`src/hdl/mpd_pkg.sv`:
```
// ----------------------------------------------------------------------------
// mpd_pkg
// classes, kinds, opcode fields and result type of the mips predecoder
// ----------------------------------------------------------------------------
package mpd_pkg;

  typedef enum logic [5:0] {
    C_NOP = 6'd0,
    C_SLL, C_OR, C_SLTU, C_ADDU, C_SLLV, C_AND, C_ADD, C_SUBU, C_SRA,
    C_DIV, C_MFLO, C_SRL, C_DIVU, C_MFHI, C_SLT, C_MTLO, C_MTHI, C_NOR,
    C_SRAV, C_SRLV, C_MULTU, C_XOR, C_MULT, C_SUB, C_JR, C_JALR,
    C_SYSCALL,
    C_BLTZ, C_BGEZ, C_BLTZAL, C_BGEZAL,
    C_MTC0, C_MFC0, C_RFE,
    C_MOVEIMM, C_LUI,
    C_ORI, C_SW, C_ADDIU, C_LHU, C_ADDI, C_LW, C_SH, C_ANDI, C_SB, C_LB,
    C_LBU, C_SLTI, C_SLTIU, C_LH, C_XORI, C_LWL, C_LWR, C_SWL, C_SWR,
    C_J, C_JAL, C_BNE, C_BEQ, C_BGTZ, C_BLEZ
  } op_class_t;

  typedef enum logic [1:0] {
    K_NORMAL  = 2'd0,
    K_BRANCH  = 2'd1,
    K_SYSCALL = 2'd2
  } op_kind_t;

  // primary opcodes
  localparam logic [5:0] OP_SPECIAL = 6'h00;
  localparam logic [5:0] OP_REGIMM  = 6'h01;
  localparam logic [5:0] OP_J       = 6'h02;
  localparam logic [5:0] OP_JAL     = 6'h03;
  localparam logic [5:0] OP_BEQ     = 6'h04;
  localparam logic [5:0] OP_BNE     = 6'h05;
  localparam logic [5:0] OP_BLEZ    = 6'h06;
  localparam logic [5:0] OP_BGTZ    = 6'h07;
  localparam logic [5:0] OP_ADDI    = 6'h08;
  localparam logic [5:0] OP_ADDIU   = 6'h09;
  localparam logic [5:0] OP_SLTI    = 6'h0A;
  localparam logic [5:0] OP_SLTIU   = 6'h0B;
  localparam logic [5:0] OP_ANDI    = 6'h0C;
  localparam logic [5:0] OP_ORI     = 6'h0D;
  localparam logic [5:0] OP_XORI    = 6'h0E;
  localparam logic [5:0] OP_LUI     = 6'h0F;
  localparam logic [5:0] OP_COP0    = 6'h10;
  localparam logic [5:0] OP_LB      = 6'h20;
  localparam logic [5:0] OP_LH      = 6'h21;
  localparam logic [5:0] OP_LWL     = 6'h22;
  localparam logic [5:0] OP_LW      = 6'h23;
  localparam logic [5:0] OP_LBU     = 6'h24;
  localparam logic [5:0] OP_LHU     = 6'h25;
  localparam logic [5:0] OP_LWR     = 6'h26;
  localparam logic [5:0] OP_SB      = 6'h28;
  localparam logic [5:0] OP_SH      = 6'h29;
  localparam logic [5:0] OP_SWL     = 6'h2A;
  localparam logic [5:0] OP_SW      = 6'h2B;
  localparam logic [5:0] OP_SWR     = 6'h2E;

  // special funct codes
  localparam logic [5:0] FN_SLL     = 6'h00;
  localparam logic [5:0] FN_SRL     = 6'h02;
  localparam logic [5:0] FN_SRA     = 6'h03;
  localparam logic [5:0] FN_SLLV    = 6'h04;
  localparam logic [5:0] FN_SRLV    = 6'h06;
  localparam logic [5:0] FN_SRAV    = 6'h07;
  localparam logic [5:0] FN_JR      = 6'h08;
  localparam logic [5:0] FN_JALR    = 6'h09;
  localparam logic [5:0] FN_SYSCALL = 6'h0C;
  localparam logic [5:0] FN_MFHI    = 6'h10;
  localparam logic [5:0] FN_MTHI    = 6'h11;
  localparam logic [5:0] FN_MFLO    = 6'h12;
  localparam logic [5:0] FN_MTLO    = 6'h13;
  localparam logic [5:0] FN_MULT    = 6'h18;
  localparam logic [5:0] FN_MULTU   = 6'h19;
  localparam logic [5:0] FN_DIV     = 6'h1A;
  localparam logic [5:0] FN_DIVU    = 6'h1B;
  localparam logic [5:0] FN_ADD     = 6'h20;
  localparam logic [5:0] FN_ADDU    = 6'h21;
  localparam logic [5:0] FN_SUB     = 6'h22;
  localparam logic [5:0] FN_SUBU    = 6'h23;
  localparam logic [5:0] FN_AND     = 6'h24;
  localparam logic [5:0] FN_OR      = 6'h25;
  localparam logic [5:0] FN_XOR     = 6'h26;
  localparam logic [5:0] FN_NOR     = 6'h27;
  localparam logic [5:0] FN_SLT     = 6'h2A;
  localparam logic [5:0] FN_SLTU    = 6'h2B;

  // regimm rt codes
  localparam logic [4:0] RI_BLTZ    = 5'h00;
  localparam logic [4:0] RI_BGEZ    = 5'h01;
  localparam logic [4:0] RI_BLTZAL  = 5'h10;
  localparam logic [4:0] RI_BGEZAL  = 5'h11;

  // cop0 rs codes
  localparam logic [4:0] CO_MFC0    = 5'h00;
  localparam logic [4:0] CO_MTC0    = 5'h04;
  localparam logic [4:0] CO_RFE     = 5'h10;

  localparam logic [4:0] REG_LINK   = 5'd31;

  typedef struct packed {
    op_class_t   op_class;
    op_kind_t    op_kind;
    logic [31:0] regs_used;
    logic        fused;
    logic [31:0] fused_value;
    logic        illegal;
  } result_t;

endpackage

```
`src/hdl/mpd_if.sv`:
```
// ----------------------------------------------------------------------------
// mpd channel interfaces
// instruction request channel and predecode result channel
// ----------------------------------------------------------------------------
interface mpd_in_if;
  logic        valid;
  logic        ready;
  logic [31:0] instr_word;
  logic [31:0] next_word;

  modport source (output valid, output instr_word, output next_word, input ready);
  modport sink   (input valid, input instr_word, input next_word, output ready);
endinterface

interface mpd_out_if;
  logic        valid;
  logic        ready;
  logic [5:0]  op_class;
  logic [1:0]  op_kind;
  logic [31:0] regs_used;
  logic        fused;
  logic [31:0] fused_value;
  logic        illegal;

  modport source (output valid, output op_class, output op_kind, output regs_used,
                  output fused, output fused_value, output illegal, input ready);
  modport sink   (input valid, input op_class, input op_kind, input regs_used,
                  input fused, input fused_value, input illegal, output ready);
endinterface

```
`src/hdl/mpd_in_stage.sv`:
```
// ----------------------------------------------------------------------------
// mpd_in_stage
// input register holding one instruction word pair
// ----------------------------------------------------------------------------
module mpd_in_stage (
  input  logic  clk,
  input  logic  rst_n,
  mpd_in_if.sink in_if,
  input  logic  dn_ready,
  output logic  valid,
  output logic [31:0] instr_word,
  output logic [31:0] next_word
);

  logic        valid_r, valid_nxt;
  logic [31:0] instr_r;
  logic [31:0] next_r;

  // free slot, or the held request moves on this cycle
  assign in_if.ready = !valid_r || dn_ready;
  assign valid_nxt   = in_if.ready ? in_if.valid : valid_r;

  always_ff @(posedge clk) begin
    if (!rst_n) begin
      valid_r <= 1'b0;
    end else begin
      valid_r <= valid_nxt;
    end
  end

  always_ff @(posedge clk) begin
    if (in_if.valid && in_if.ready) begin
      instr_r <= in_if.instr_word;
      next_r  <= in_if.next_word;
    end
  end

  assign valid      = valid_r;
  assign instr_word = instr_r;
  assign next_word  = next_r;

endmodule

```
`src/hdl/mpd_decode.sv`:
```
// ----------------------------------------------------------------------------
// mpd_decode
// combinational predecode of one word with lui/ori fusion
// ----------------------------------------------------------------------------
module mpd_decode (
  input  logic [31:0]     instr_word,
  input  logic [31:0]     next_word,
  output mpd_pkg::result_t res
);
  import mpd_pkg::*;

  logic [5:0]  op;
  logic [4:0]  rs, rt, rd, sa;
  logic [5:0]  fn;
  logic [15:0] imm;
  logic        hit, use_s, use_t, use_d, use_31, fuse;
  op_class_t   cls;
  op_kind_t    kind;

  assign op  = instr_word[31:26];
  assign rs  = instr_word[25:21];
  assign rt  = instr_word[20:16];
  assign rd  = instr_word[15:11];
  assign sa  = instr_word[10:6];
  assign fn  = instr_word[5:0];
  assign imm = instr_word[15:0];

  // ori that writes back into the lui target register
  assign fuse = (next_word[31:26] == OP_ORI) && (next_word[25:21] == rt) &&
                (next_word[20:16] == rt);

  always_comb begin
    hit    = 1'b1;
    cls    = C_NOP;
    kind   = K_NORMAL;
    use_s  = 1'b0;
    use_t  = 1'b0;
    use_d  = 1'b0;
    use_31 = 1'b0;
    unique case (op)
      OP_SPECIAL: begin
        use_s = 1'b1;
        use_t = 1'b1;
        use_d = 1'b1;
        unique case (fn)
          FN_SLL: begin
            if (rt == 5'd0 && rd == 5'd0 && sa == 5'd0) begin
              cls   = C_NOP;
              use_t = 1'b0;
              use_d = 1'b0;
            end else begin
              cls = C_SLL;
            end
            use_s = 1'b0;
          end
          FN_OR:    cls = C_OR;
          FN_SLTU:  cls = C_SLTU;
          FN_ADDU:  cls = C_ADDU;
          FN_SLLV:  cls = C_SLLV;
          FN_AND:   cls = C_AND;
          FN_ADD:   cls = C_ADD;
          FN_SUBU:  cls = C_SUBU;
          FN_SRA:   begin cls = C_SRA; use_s = 1'b0; end
          FN_DIV:   begin cls = C_DIV; use_d = 1'b0; end
          FN_MFLO:  begin cls = C_MFLO; use_s = 1'b0; use_t = 1'b0; end
          FN_SRL:   begin cls = C_SRL; use_s = 1'b0; end
          FN_DIVU:  begin cls = C_DIVU; use_d = 1'b0; end
          FN_MFHI:  begin cls = C_MFHI; use_s = 1'b0; use_t = 1'b0; end
          FN_SLT:   cls = C_SLT;
          FN_MTLO:  begin cls = C_MTLO; use_t = 1'b0; use_d = 1'b0; end
          FN_MTHI:  begin cls = C_MTHI; use_t = 1'b0; use_d = 1'b0; end
          FN_NOR:   cls = C_NOR;
          FN_SRAV:  cls = C_SRAV;
          FN_SRLV:  cls = C_SRLV;
          FN_MULTU: begin cls = C_MULTU; use_d = 1'b0; end
          FN_XOR:   cls = C_XOR;
          FN_MULT:  begin cls = C_MULT; use_d = 1'b0; end
          FN_SUB:   cls = C_SUB;
          FN_JR: begin
            cls   = C_JR;
            kind  = K_BRANCH;
            use_t = 1'b0;
            use_d = 1'b0;
          end
          FN_JALR: begin
            cls   = C_JALR;
            kind  = K_BRANCH;
            use_t = 1'b0;
          end
          FN_SYSCALL: begin
            cls   = C_SYSCALL;
            kind  = K_SYSCALL;
            use_s = 1'b0;
            use_t = 1'b0;
            use_d = 1'b0;
          end
          default: hit = 1'b0;
        endcase
      end
      OP_REGIMM: begin
        kind  = K_BRANCH;
        use_s = 1'b1;
        unique case (rt)
          RI_BLTZ:   cls = C_BLTZ;
          RI_BGEZ:   cls = C_BGEZ;
          RI_BLTZAL: begin cls = C_BLTZAL; use_31 = 1'b1; end
          RI_BGEZAL: begin cls = C_BGEZAL; use_31 = 1'b1; end
          default:   hit = 1'b0;
        endcase
      end
      OP_COP0: begin
        unique case (rs)
          CO_MTC0: begin cls = C_MTC0; use_t = 1'b1; end
          CO_MFC0: begin cls = C_MFC0; use_t = 1'b1; end
          CO_RFE:  cls = C_RFE;
          default: hit = 1'b0;
        endcase
      end
      OP_LUI: begin
        use_t = 1'b1;
        cls   = fuse ? C_MOVEIMM : C_LUI;
      end
      default: begin
        use_s = 1'b1;
        use_t = 1'b1;
        unique case (op)
          OP_ORI:   cls = C_ORI;
          OP_SW:    cls = C_SW;
          OP_ADDIU: cls = C_ADDIU;
          OP_LHU:   cls = C_LHU;
          OP_ADDI:  cls = C_ADDI;
          OP_LW:    cls = C_LW;
          OP_SH:    cls = C_SH;
          OP_ANDI:  cls = C_ANDI;
          OP_SB:    cls = C_SB;
          OP_LB:    cls = C_LB;
          OP_LBU:   cls = C_LBU;
          OP_SLTI:  cls = C_SLTI;
          OP_SLTIU: cls = C_SLTIU;
          OP_LH:    cls = C_LH;
          OP_XORI:  cls = C_XORI;
          OP_LWL:   cls = C_LWL;
          OP_LWR:   cls = C_LWR;
          OP_SWL:   cls = C_SWL;
          OP_SWR:   cls = C_SWR;
          OP_J: begin
            cls   = C_J;
            kind  = K_BRANCH;
            use_s = 1'b0;
            use_t = 1'b0;
          end
          OP_JAL: begin
            cls    = C_JAL;
            kind   = K_BRANCH;
            use_s  = 1'b0;
            use_t  = 1'b0;
            use_31 = 1'b1;
          end
          OP_BNE:  begin cls = C_BNE; kind = K_BRANCH; end
          OP_BEQ:  begin cls = C_BEQ; kind = K_BRANCH; end
          OP_BGTZ: begin cls = C_BGTZ; kind = K_BRANCH; use_t = 1'b0; end
          OP_BLEZ: begin cls = C_BLEZ; kind = K_BRANCH; use_t = 1'b0; end
          default: hit = 1'b0;
        endcase
      end
    endcase
  end

  always_comb begin
    res = '0;
    if (!hit) begin
      res.op_class = C_NOP;
      res.op_kind  = K_NORMAL;
      res.illegal  = 1'b1;
    end else begin
      res.op_class  = cls;
      res.op_kind   = kind;
      res.regs_used = ({32{use_s}}  & (32'd1 << rs)) |
                      ({32{use_t}}  & (32'd1 << rt)) |
                      ({32{use_d}}  & (32'd1 << rd)) |
                      ({32{use_31}} & (32'd1 << REG_LINK));
      if (op == OP_LUI && fuse) begin
        res.fused       = 1'b1;
        res.fused_value = {imm, next_word[15:0]};
      end
    end
  end

endmodule

```
`src/hdl/mpd_out_stage.sv`:
```
// ----------------------------------------------------------------------------
// mpd_out_stage
// result register driving the result channel
// ----------------------------------------------------------------------------
module mpd_out_stage (
  input  logic             clk,
  input  logic             rst_n,
  input  logic             up_valid,
  output logic             up_ready,
  input  mpd_pkg::result_t res,
  mpd_out_if.source        out_if
);
  import mpd_pkg::*;

  logic    valid_r, valid_nxt;
  result_t res_r;

  assign up_ready  = !valid_r || out_if.ready;
  assign valid_nxt = up_ready ? up_valid : valid_r;

  always_ff @(posedge clk) begin
    if (!rst_n) begin
      valid_r <= 1'b0;
    end else begin
      valid_r <= valid_nxt;
    end
  end

  always_ff @(posedge clk) begin
    if (up_valid && up_ready) begin
      res_r <= res;
    end
  end

  assign out_if.valid       = valid_r;
  assign out_if.op_class    = res_r.op_class;
  assign out_if.op_kind     = res_r.op_kind;
  assign out_if.regs_used   = res_r.regs_used;
  assign out_if.fused       = res_r.fused;
  assign out_if.fused_value = res_r.fused_value;
  assign out_if.illegal     = res_r.illegal;

endmodule

```
`src/hdl/mips_predecode_with_lui_ori_fusion.sv`:
```
// ----------------------------------------------------------------------------
// mips_predecode_with_lui_ori_fusion
// mips i predecoder: class, kind, register mask, illegal flag and
// lui/ori fusion into a 32-bit move-immediate
// ----------------------------------------------------------------------------
//
//   channel   direction   payload                                    handshake
//   in_if     sink        instr_word, next_word                      valid/ready
//   out_if    source      op_class, op_kind, regs_used, fused,       valid/ready
//                         fused_value, illegal
//
// one request per cycle sustained while out_if is not stalled; a request
// passes the input register, the decoder and the result register in turn
// synchronous active-low reset empties both registers; payload is not reset
// a stalled result holds while the input register still takes one more
// request; in_if.ready falls only when both registers are full and out_if
// is stalled
//
module mips_predecode_with_lui_ori_fusion (
  input logic       clk,
  input logic       rst_n,
  mpd_in_if.sink    in_if,
  mpd_out_if.source out_if
);
  import mpd_pkg::*;

  // input register outputs
  logic        s1_valid;
  logic        s1_ready;
  logic [31:0] s1_instr;
  logic [31:0] s1_next;

  // decoded result ahead of the result register
  result_t     dec_res;

  // stage 1: capture the word pair
  mpd_in_stage u_in_stage (
    .clk        (clk),
    .rst_n      (rst_n),
    .in_if      (in_if),
    .dn_ready   (s1_ready),
    .valid      (s1_valid),
    .instr_word (s1_instr),
    .next_word  (s1_next)
  );

  // classify, build register mask, check for lui followed by matching ori
  mpd_decode u_decode (
    .instr_word (s1_instr),
    .next_word  (s1_next),
    .res        (dec_res)
  );

  // stage 2: hold the result until the consumer takes it
  mpd_out_stage u_out_stage (
    .clk      (clk),
    .rst_n    (rst_n),
    .up_valid (s1_valid),
    .up_ready (s1_ready),
    .res      (dec_res),
    .out_if   (out_if)
  );

endmodule

```
`src/flat_wrapper.sv`:
```
// flat-port wrapper written by rule: the top's interface ports become plain ports
module mips_predecode_with_lui_ori_fusion_flat import mpd_pkg::*;
  (clk, rst_n, in_if_valid, in_if_instr_word, in_if_next_word, in_if_ready, out_if_valid, out_if_op_class, out_if_op_kind, out_if_regs_used, out_if_fused, out_if_fused_value, out_if_illegal, out_if_ready);
  mpd_in_if in_if_i ();
  mpd_out_if out_if_i ();
  input logic clk;
  input logic rst_n;
  input wire logic [$bits(in_if_i.valid)-1:0] in_if_valid;
  input wire logic [$bits(in_if_i.instr_word)-1:0] in_if_instr_word;
  input wire logic [$bits(in_if_i.next_word)-1:0] in_if_next_word;
  output wire logic [$bits(in_if_i.ready)-1:0] in_if_ready;
  output wire logic [$bits(out_if_i.valid)-1:0] out_if_valid;
  output wire logic [$bits(out_if_i.op_class)-1:0] out_if_op_class;
  output wire logic [$bits(out_if_i.op_kind)-1:0] out_if_op_kind;
  output wire logic [$bits(out_if_i.regs_used)-1:0] out_if_regs_used;
  output wire logic [$bits(out_if_i.fused)-1:0] out_if_fused;
  output wire logic [$bits(out_if_i.fused_value)-1:0] out_if_fused_value;
  output wire logic [$bits(out_if_i.illegal)-1:0] out_if_illegal;
  input wire logic [$bits(out_if_i.ready)-1:0] out_if_ready;
  assign in_if_i.valid = in_if_valid;
  assign in_if_i.instr_word = in_if_instr_word;
  assign in_if_i.next_word = in_if_next_word;
  assign in_if_ready = in_if_i.ready;
  assign out_if_valid = out_if_i.valid;
  assign out_if_op_class = out_if_i.op_class;
  assign out_if_op_kind = out_if_i.op_kind;
  assign out_if_regs_used = out_if_i.regs_used;
  assign out_if_fused = out_if_i.fused;
  assign out_if_fused_value = out_if_i.fused_value;
  assign out_if_illegal = out_if_i.illegal;
  assign out_if_i.ready = out_if_ready;
  mips_predecode_with_lui_ori_fusion u_core (.clk(clk), .rst_n(rst_n), .in_if(in_if_i), .out_if(out_if_i));
endmodule
```
`config.mk`:
```
export PLATFORM = sky130hd
export DESIGN_NAME = mips_predecode_with_lui_ori_fusion_flat
export DESIGN_NICKNAME = d
export VERILOG_FILES = /design/src/hdl/mpd_pkg.sv /design/src/hdl/mpd_if.sv /design/src/hdl/mpd_in_stage.sv /design/src/hdl/mpd_decode.sv /design/src/hdl/mpd_out_stage.sv /design/src/hdl/mips_predecode_with_lui_ori_fusion.sv /design/src/flat_wrapper.sv
export SDC_FILE = /design/constraint.sdc
export NUM_CORES = 1
export LEC_CHECK = 0
export ABC_AREA = 0
export BUFFER_PORTS_ARGS = -buffer_cell sky130_fd_sc_hd__buf_4
export CORE_MARGIN = 2
export CORE_UTILIZATION = 59
export DETAILED_ROUTE_END_ITERATION = 8
export GPL_TIMING_DRIVEN = 0
export PLACE_DENSITY = 0.85
export SLEW_MARGIN = 15
export SYNTH_ARGS = -nofsm -noshare
export SYNTH_HDL_FRONTEND = slang
export SYNTH_SLANG_ARGS = --single-unit
export TNS_END_PERCENT = 100
```
`constraint.sdc`:
```
create_clock -name clk -period 7.06 [get_ports clk]
set_input_delay 0.353 -clock clk [delete_from_list [all_inputs] [get_ports clk]]
set_output_delay 0.353 -clock clk [all_outputs]
set_load 0.1 [all_outputs]
```
**Word-level counts from Yosys, hierarchy flattened**

Cells that the tools add are included.

- Equality and inequality tests: 62
- Shifts and indexed selects: 3
- Mux-type cells: 30
- Bitwise gates (word level): 6
- Reductions and logical operators: 33

Operators by type and width:

| kind | number |
|---|---|
| $pmux W6 S25 | 1 |
| $pmux W5 S27 | 1 |
| $eq A6 B6 Y1 const B | 22 |
| $and A32 B32 Y32 | 3 |
| $or A32 B32 Y32 | 3 |
| $shl A1 B5 Y32 const A | 3 |
| $eq A6 B4 Y1 const B | 12 |
| $eq A6 B5 Y1 const B | 9 |
| $eq A6 B3 Y1 const B | 7 |
| $mux W33 | 1 |
| $reduce_or A27 Y1 | 1 |
| $reduce_or A25 Y1 | 1 |
| $eq A6 B2 Y1 const B | 4 |
| $pmux W6 S4 | 1 |
| $logic_not A5 Y1 | 4 |
| $pmux W5 S4 | 1 |
| $pmux W6 S3 | 1 |
| $eq A5 B5 Y1 const B | 3 |
| $mux W1 | 15 |
| $logic_not A6 Y1 | 2 |
| $reduce_or A6 Y1 | 2 |
| $eq A5 B5 Y1 | 2 |
| $reduce_or A2 Y1 | 5 |
| $pmux W1 S4 | 2 |
| 16 further kinds | 28 |

- Register bits after elaboration: 140
- Input port bits: 68
- Output and inout port bits: 76
- Logic and storage cells: 144

**Depth between registers and ports, before layout**

- Depth after elaboration: 10
- Mapped depth: 9
- Mapped depth without buffers: 6

**By module**

Synthesis repeated with hierarchy kept, for this count alone.

- Cells, all modules: 611
- Area, all modules: 7014.2 µm²

By module, submodules not included:

| module | times used | cells each | area each (µm²) | sequential area each (µm²) |
|---|---|---|---|---|
| mpd_decode | 1 | 463 | 2755.1 | 0.0 |
| mpd_out_stage | 1 | 79 | 2279.7 | 2242.2 |
| mpd_in_stage | 1 | 69 | 1979.4 | 1941.9 |

**Least setup slack after synthesis**

Ideal clock, no wire load.

- Kind: reg2reg
- From: register u_core.u_out_stage.valid_r, in the netlist u_core.u_out_stage.out_if.valid
- To: register u_core.u_out_stage.res_r (netlist bit u_core.u_out_stage.out_if.fused) (enable)
- Library setup time: 0.515 ns
- Arrival time: 4.248 ns
- Required time: 6.545 ns
- Setup slack: 2.297 ns
- Stages on the path, launching flop included: 3
- Path buffers: 0
- Clock period less this slack: 4.763 ns
- Path through: dfxtp_1 -> nor2b_1 -> nor2b_1

- Cells in the longest elaborated chain, start to end: 3

Ends and longest elaborated chain:

| what | line | RTL |
|---|---|---|
| start: declaration | mpd_out_stage.sv:15 | `logic valid_r, valid_nxt;` |
| start signal: assignment | mpd_out_stage.sv:25 | `valid_r <= valid_nxt;` |
| $logic_not A1 Y1 | mpd_out_stage.sv:18 | `assign up_ready = !valid_r \|\| out_if.ready;` |
| $logic_or A1 B1 Y1 | mpd_out_stage.sv:18 |  |
| $logic_and A1 B1 Y1 | mpd_out_stage.sv:30 | `if (up_valid && up_ready) begin` |
| end signal: assignment | mpd_out_stage.sv:31 | `res_r <= res;` |
| end: declaration | mpd_out_stage.sv:16 | `result_t res_r;` |

No other way between the ends.
A chain may end at the register's enable or synchronous reset.

**Worst setup path in the final report**

- From: register u_core.u_in_stage.instr_r[18], in the netlist u_core.u_in_stage.instr_word[18]
- To: register u_core.u_out_stage.res_r (netlist bit u_core.u_out_stage.out_if.fused_value[3]) (data pin)

- Cells in the longest elaborated chain, start to end: 5
- Elaborated cells between the ends (all ways): 13
- Classes of those cells: eq/ne (5); mux (2); reduce/logical (6)

Ends and longest elaborated chain:

| what | line | RTL |
|---|---|---|
| start: declaration | mpd_in_stage.sv:16 | `logic [31:0] instr_r;` |
| start signal: assignment | mpd_in_stage.sv:33 | `instr_r <= in_if.instr_word;` |
| $eq A5 B5 Y1, or another cell as far along | mpd_decode.sv:103 | `unique case (rt)` |
| $reduce_or A4 Y1 (no line) / $logic_and A1 B1 Y1 (equally long branches) | - |  |
| $mux W1 / $logic_and A1 B1 Y1 (equally long branches) | mpd_decode.sv:103, mpd_decode.sv:29 |  |
| $pmux W1 S4 / $logic_and A1 B1 Y1 (equally long branches) | mpd_decode.sv:40, mpd_decode.sv:182 |  |
| $reduce_and A2 Y1 (no line) * | - |  |

Mark *: on every way between the ends. The rest lies on a longest branch, timed or not.

==> metrics <==
run status=complete, but fails checks; failing checks=DRC; post-synthesis area per instance=12.1 µm²; # rows=38; synthesized net count=a little over 600; Root Driver=clkbuf_16; DPL Wire Length=approximately 13000 µm; GRT Resource Usage Total=30.6%; crit path cell chain=buf_2, or3_1, a2111oi_1, nand2_1, nor2_1, clkbuf_1, and2_1; Power, Total=between 2 and 2.5 mW; Max Cap Viol=0; RSZ-0062 raised after global routing=no; Post-synth ARST share=0%; dominant synthesized flop cell=edfxtp_1; final setup violation count=0; Fillers=about 620; Final Non-Filler Cells=between 800 and 900; largest net degree at the start of global routing=65; Syn-to-layout area delta=29.3%; Final WS setup=3.74 ns; number of global-route vias before repair=5332; post-CTS setup buffer count=0; DR vias=between 5000 and 6000; count of cell types in the netlist=69; Final period util=a little under half; worst vdd ir=0.250 mV; Least-Margin Pin Slew=~1.1 ns; fin nets=784; Gate Count Post-Synth=roughly 550; most frequent cells in the layout=buf_4, edfxtp_1, a21oi_1, nand2_1, and2_1; P_leak=~3.1 nW; hold crit path type=in -> reg; Skew-Pair Late Insertion Delay=0.43 ns; busiest grt layer=met2; initial antenna violation count=0; commonest non-fill, non-tap cell in the layout=buf_4; Die Footprint=~0.012 mm²; Arrival @ worst endpoint=about 3.6 ns; Setup WS pre-CTS=3.94 ns; Max Clk Rate=roughly 0.30 GHz; Synthesis Warnings=0; Clock Path Buffers=2; crit path kind=reg -> reg; Die Y=111 µm; setup tns final=0 ns; clk slew on worst S/H paths=approximately 0.06 ns; Logic pwr share=15.9%; Critical path origin=u_core.u_in_stage.instr_word[18]; Pwr Density=roughly 270 mW/mm²; io pins=144; Flop pwr share=between 40 and 50%; drt pass-1 iters=7; Port Buf Inserts=143; Tmin final=approximately 3.3 ns; # DRC=1; layout cells sized above 1=~29%; CP endpoint kind=register; iteration-0 DRC count of the detailed router=between 500 and 600; Via density=between 6 and 7; clock sinks=140; Seq/Total Area, Yosys=between 60% and 70%; Worst setup SP type=register; area of the core=about 0.011 mm²; Slowest cell on crit path=a2111oi_1; Final Skew=~0.014 ns; hold buffers post-CTS=0; Clk pwr share=42.6%; Routed WL=18600 µm; placed insts=approximately 840; Internal Pwr Total=between 1.5 and 2 mW; WP data required=about 7.3 ns; delay of the slowest cell on the worst path=about 0.74 ns; Psw=approximately 650 µW; GP Congestion=0.906; Rel. slew slack=a little over a quarter; Netlist Area Pre-Place=roughly 0.0067 mm²; CTS H-tree depth=4; CTS buffer count=17; Slew Limit Fails=0; Initial Util=61.0%; cts repair resizes=0; first-pass GRT wire length=between 20000 and 30000 µm; Post-synth EDFFs=roughly 140; M1 GR Usage=39.5%; final hold violation count=0; Synth Register Bits=140; die width=approximately 110 µm; Antenna Nets Post-Route=0; wire per inst=around 21 µm; met3 GRT Util=about a tenth; gr ovfl total=0; M2 GR Usage=about half; Worst R2R Start=u_core.u_in_stage.instr_word[18]; antenna cell count=0; Hold Crit Start=in_if_next_word[3]; switch share=between 20% and 30%; Max FO, Critical Path=10; CTS tree=built
[worst paths after layout]
| kind | end | slack [ns] | cells after the start |
|---|---|---|---|
| min reg2reg | u_core.u_out_stage.out_if.fused_value[10] | 0.51 | 1 |
| max | u_core.u_out_stage.out_if.fused_value[3] | 3.74 | 7 |
| min | u_core.u_in_stage.next_word[3] | 0.1 | 1 |
| max reg2reg | u_core.u_out_stage.out_if.fused_value[3] | 3.74 | 7 |
[logic make-up (layout without fill, tap and decap cells)]
kind of cell,after synthesis,in the layout,synth area share [%]
flops,140,140,62.4
simple gates,223,223,19.4
xor+xnor,4,4,0.523
buf+inv,47,222,3.10
compound gates,138,138,14.6
[state kept, by name, summed over array words and instances, names as in the netlist]
register and cells:
u_core.u_in_stage.next_word 32, u_core.u_in_stage.valid 1, u_core.u_out_stage.out_if.fused 1, u_core.u_out_stage.out_if.op_kind 2, u_core.u_in_stage.instr_word 32, u_core.u_out_stage.out_if.op_class 6
u_core.u_out_stage.out_if.valid 1, u_core.u_out_stage.out_if.regs_used 32, u_core.u_out_stage.out_if.illegal 1, u_core.u_out_stage.out_if.fused_value 32
[critical path: cells and delay by family, from the launching register on]
family	cells	cell delay, ns
compound gates	1	0.74
buf+inv	2	0.65
simple gates	4	1.40
flops	1	0.38
[stage by stage]
stage | cell area, µm² | util, % | hold WS [ns]
2_1_floorplan | 6700 | - | 0.452
3_3_place_gp | 7950 | 72.4 | 0.486
3_5_place_dp | 8000 | 72.9 | 0.503
4_1_cts | 8670 | 78.9 | 0.0972
5_1_grt | 8670 | 78.9 | 0.0890
6_report | 8670 | 78.9 | 0.0950
[per-layer routing]
layer / part of all wire [%] / routed length (µm)
met5: 0 / 0
met4: 4.0 / 744
met3: 11 / 2040
met2: 46 / 8640
met1: 39 / 7220
[power by group through the flow]
stage	clock network [mW]	registers [mW]	logic [mW]
6_report	1.01	0.984	0.377
4_1_cts	1.01	0.984	0.373
3_5_place_dp	0	1.00	0.371
2_1_floorplan	0	1.16	0.104
5_1_grt	1.04	0.988	0.391
3_3_place_gp	0	1.00	0.361
[Yosys cell counts, drive strengths merged, types with 8 or more instances]
| cell | count | area share, % |
|---|---|---|
| a21oi | 45 | 3.7 |
| a22oi | 18 | 2.0 |
| a31oi | 11 | 1.0 |
| a32oi | 8 | 1.0 |
| and2 | 32 | 3.0 |
| buf | 16 | 1.4 |
| clkbuf | 25 | 1.4 |
| edfxtp | 138 | 62 |
| nand2 | 38 | 2.2 |
| nand3 | 24 | 1.8 |
| nand4 | 15 | 1.4 |
| nor2 | 28 | 1.7 |
| nor2b | 18 | 1.7 |
| nor3 | 20 | 1.6 |
| nor3b | 9 | 1.3 |
| nor4 | 8 | 0.97 |
| o21ai | 14 | 1.0 |
[area by class of cell]
class / count / area, µm² / share of cell area (%)
sequential: 140 / 4180 / 48.3
multi-input combinational: 365 / 2320 / 26.8
timing repair buffer: 145 / 1110 / 12.8
clock buffer: 17 / 425 / 4.91
clock inverter: 13 / 239 / 2.76
buffer: 41 / 185 / 2.14
tap: 140 / 175 / 2.02
inverter: 6 / 22.5 / 0.260
No activity file was read; power rests on OpenSTA's default activity.
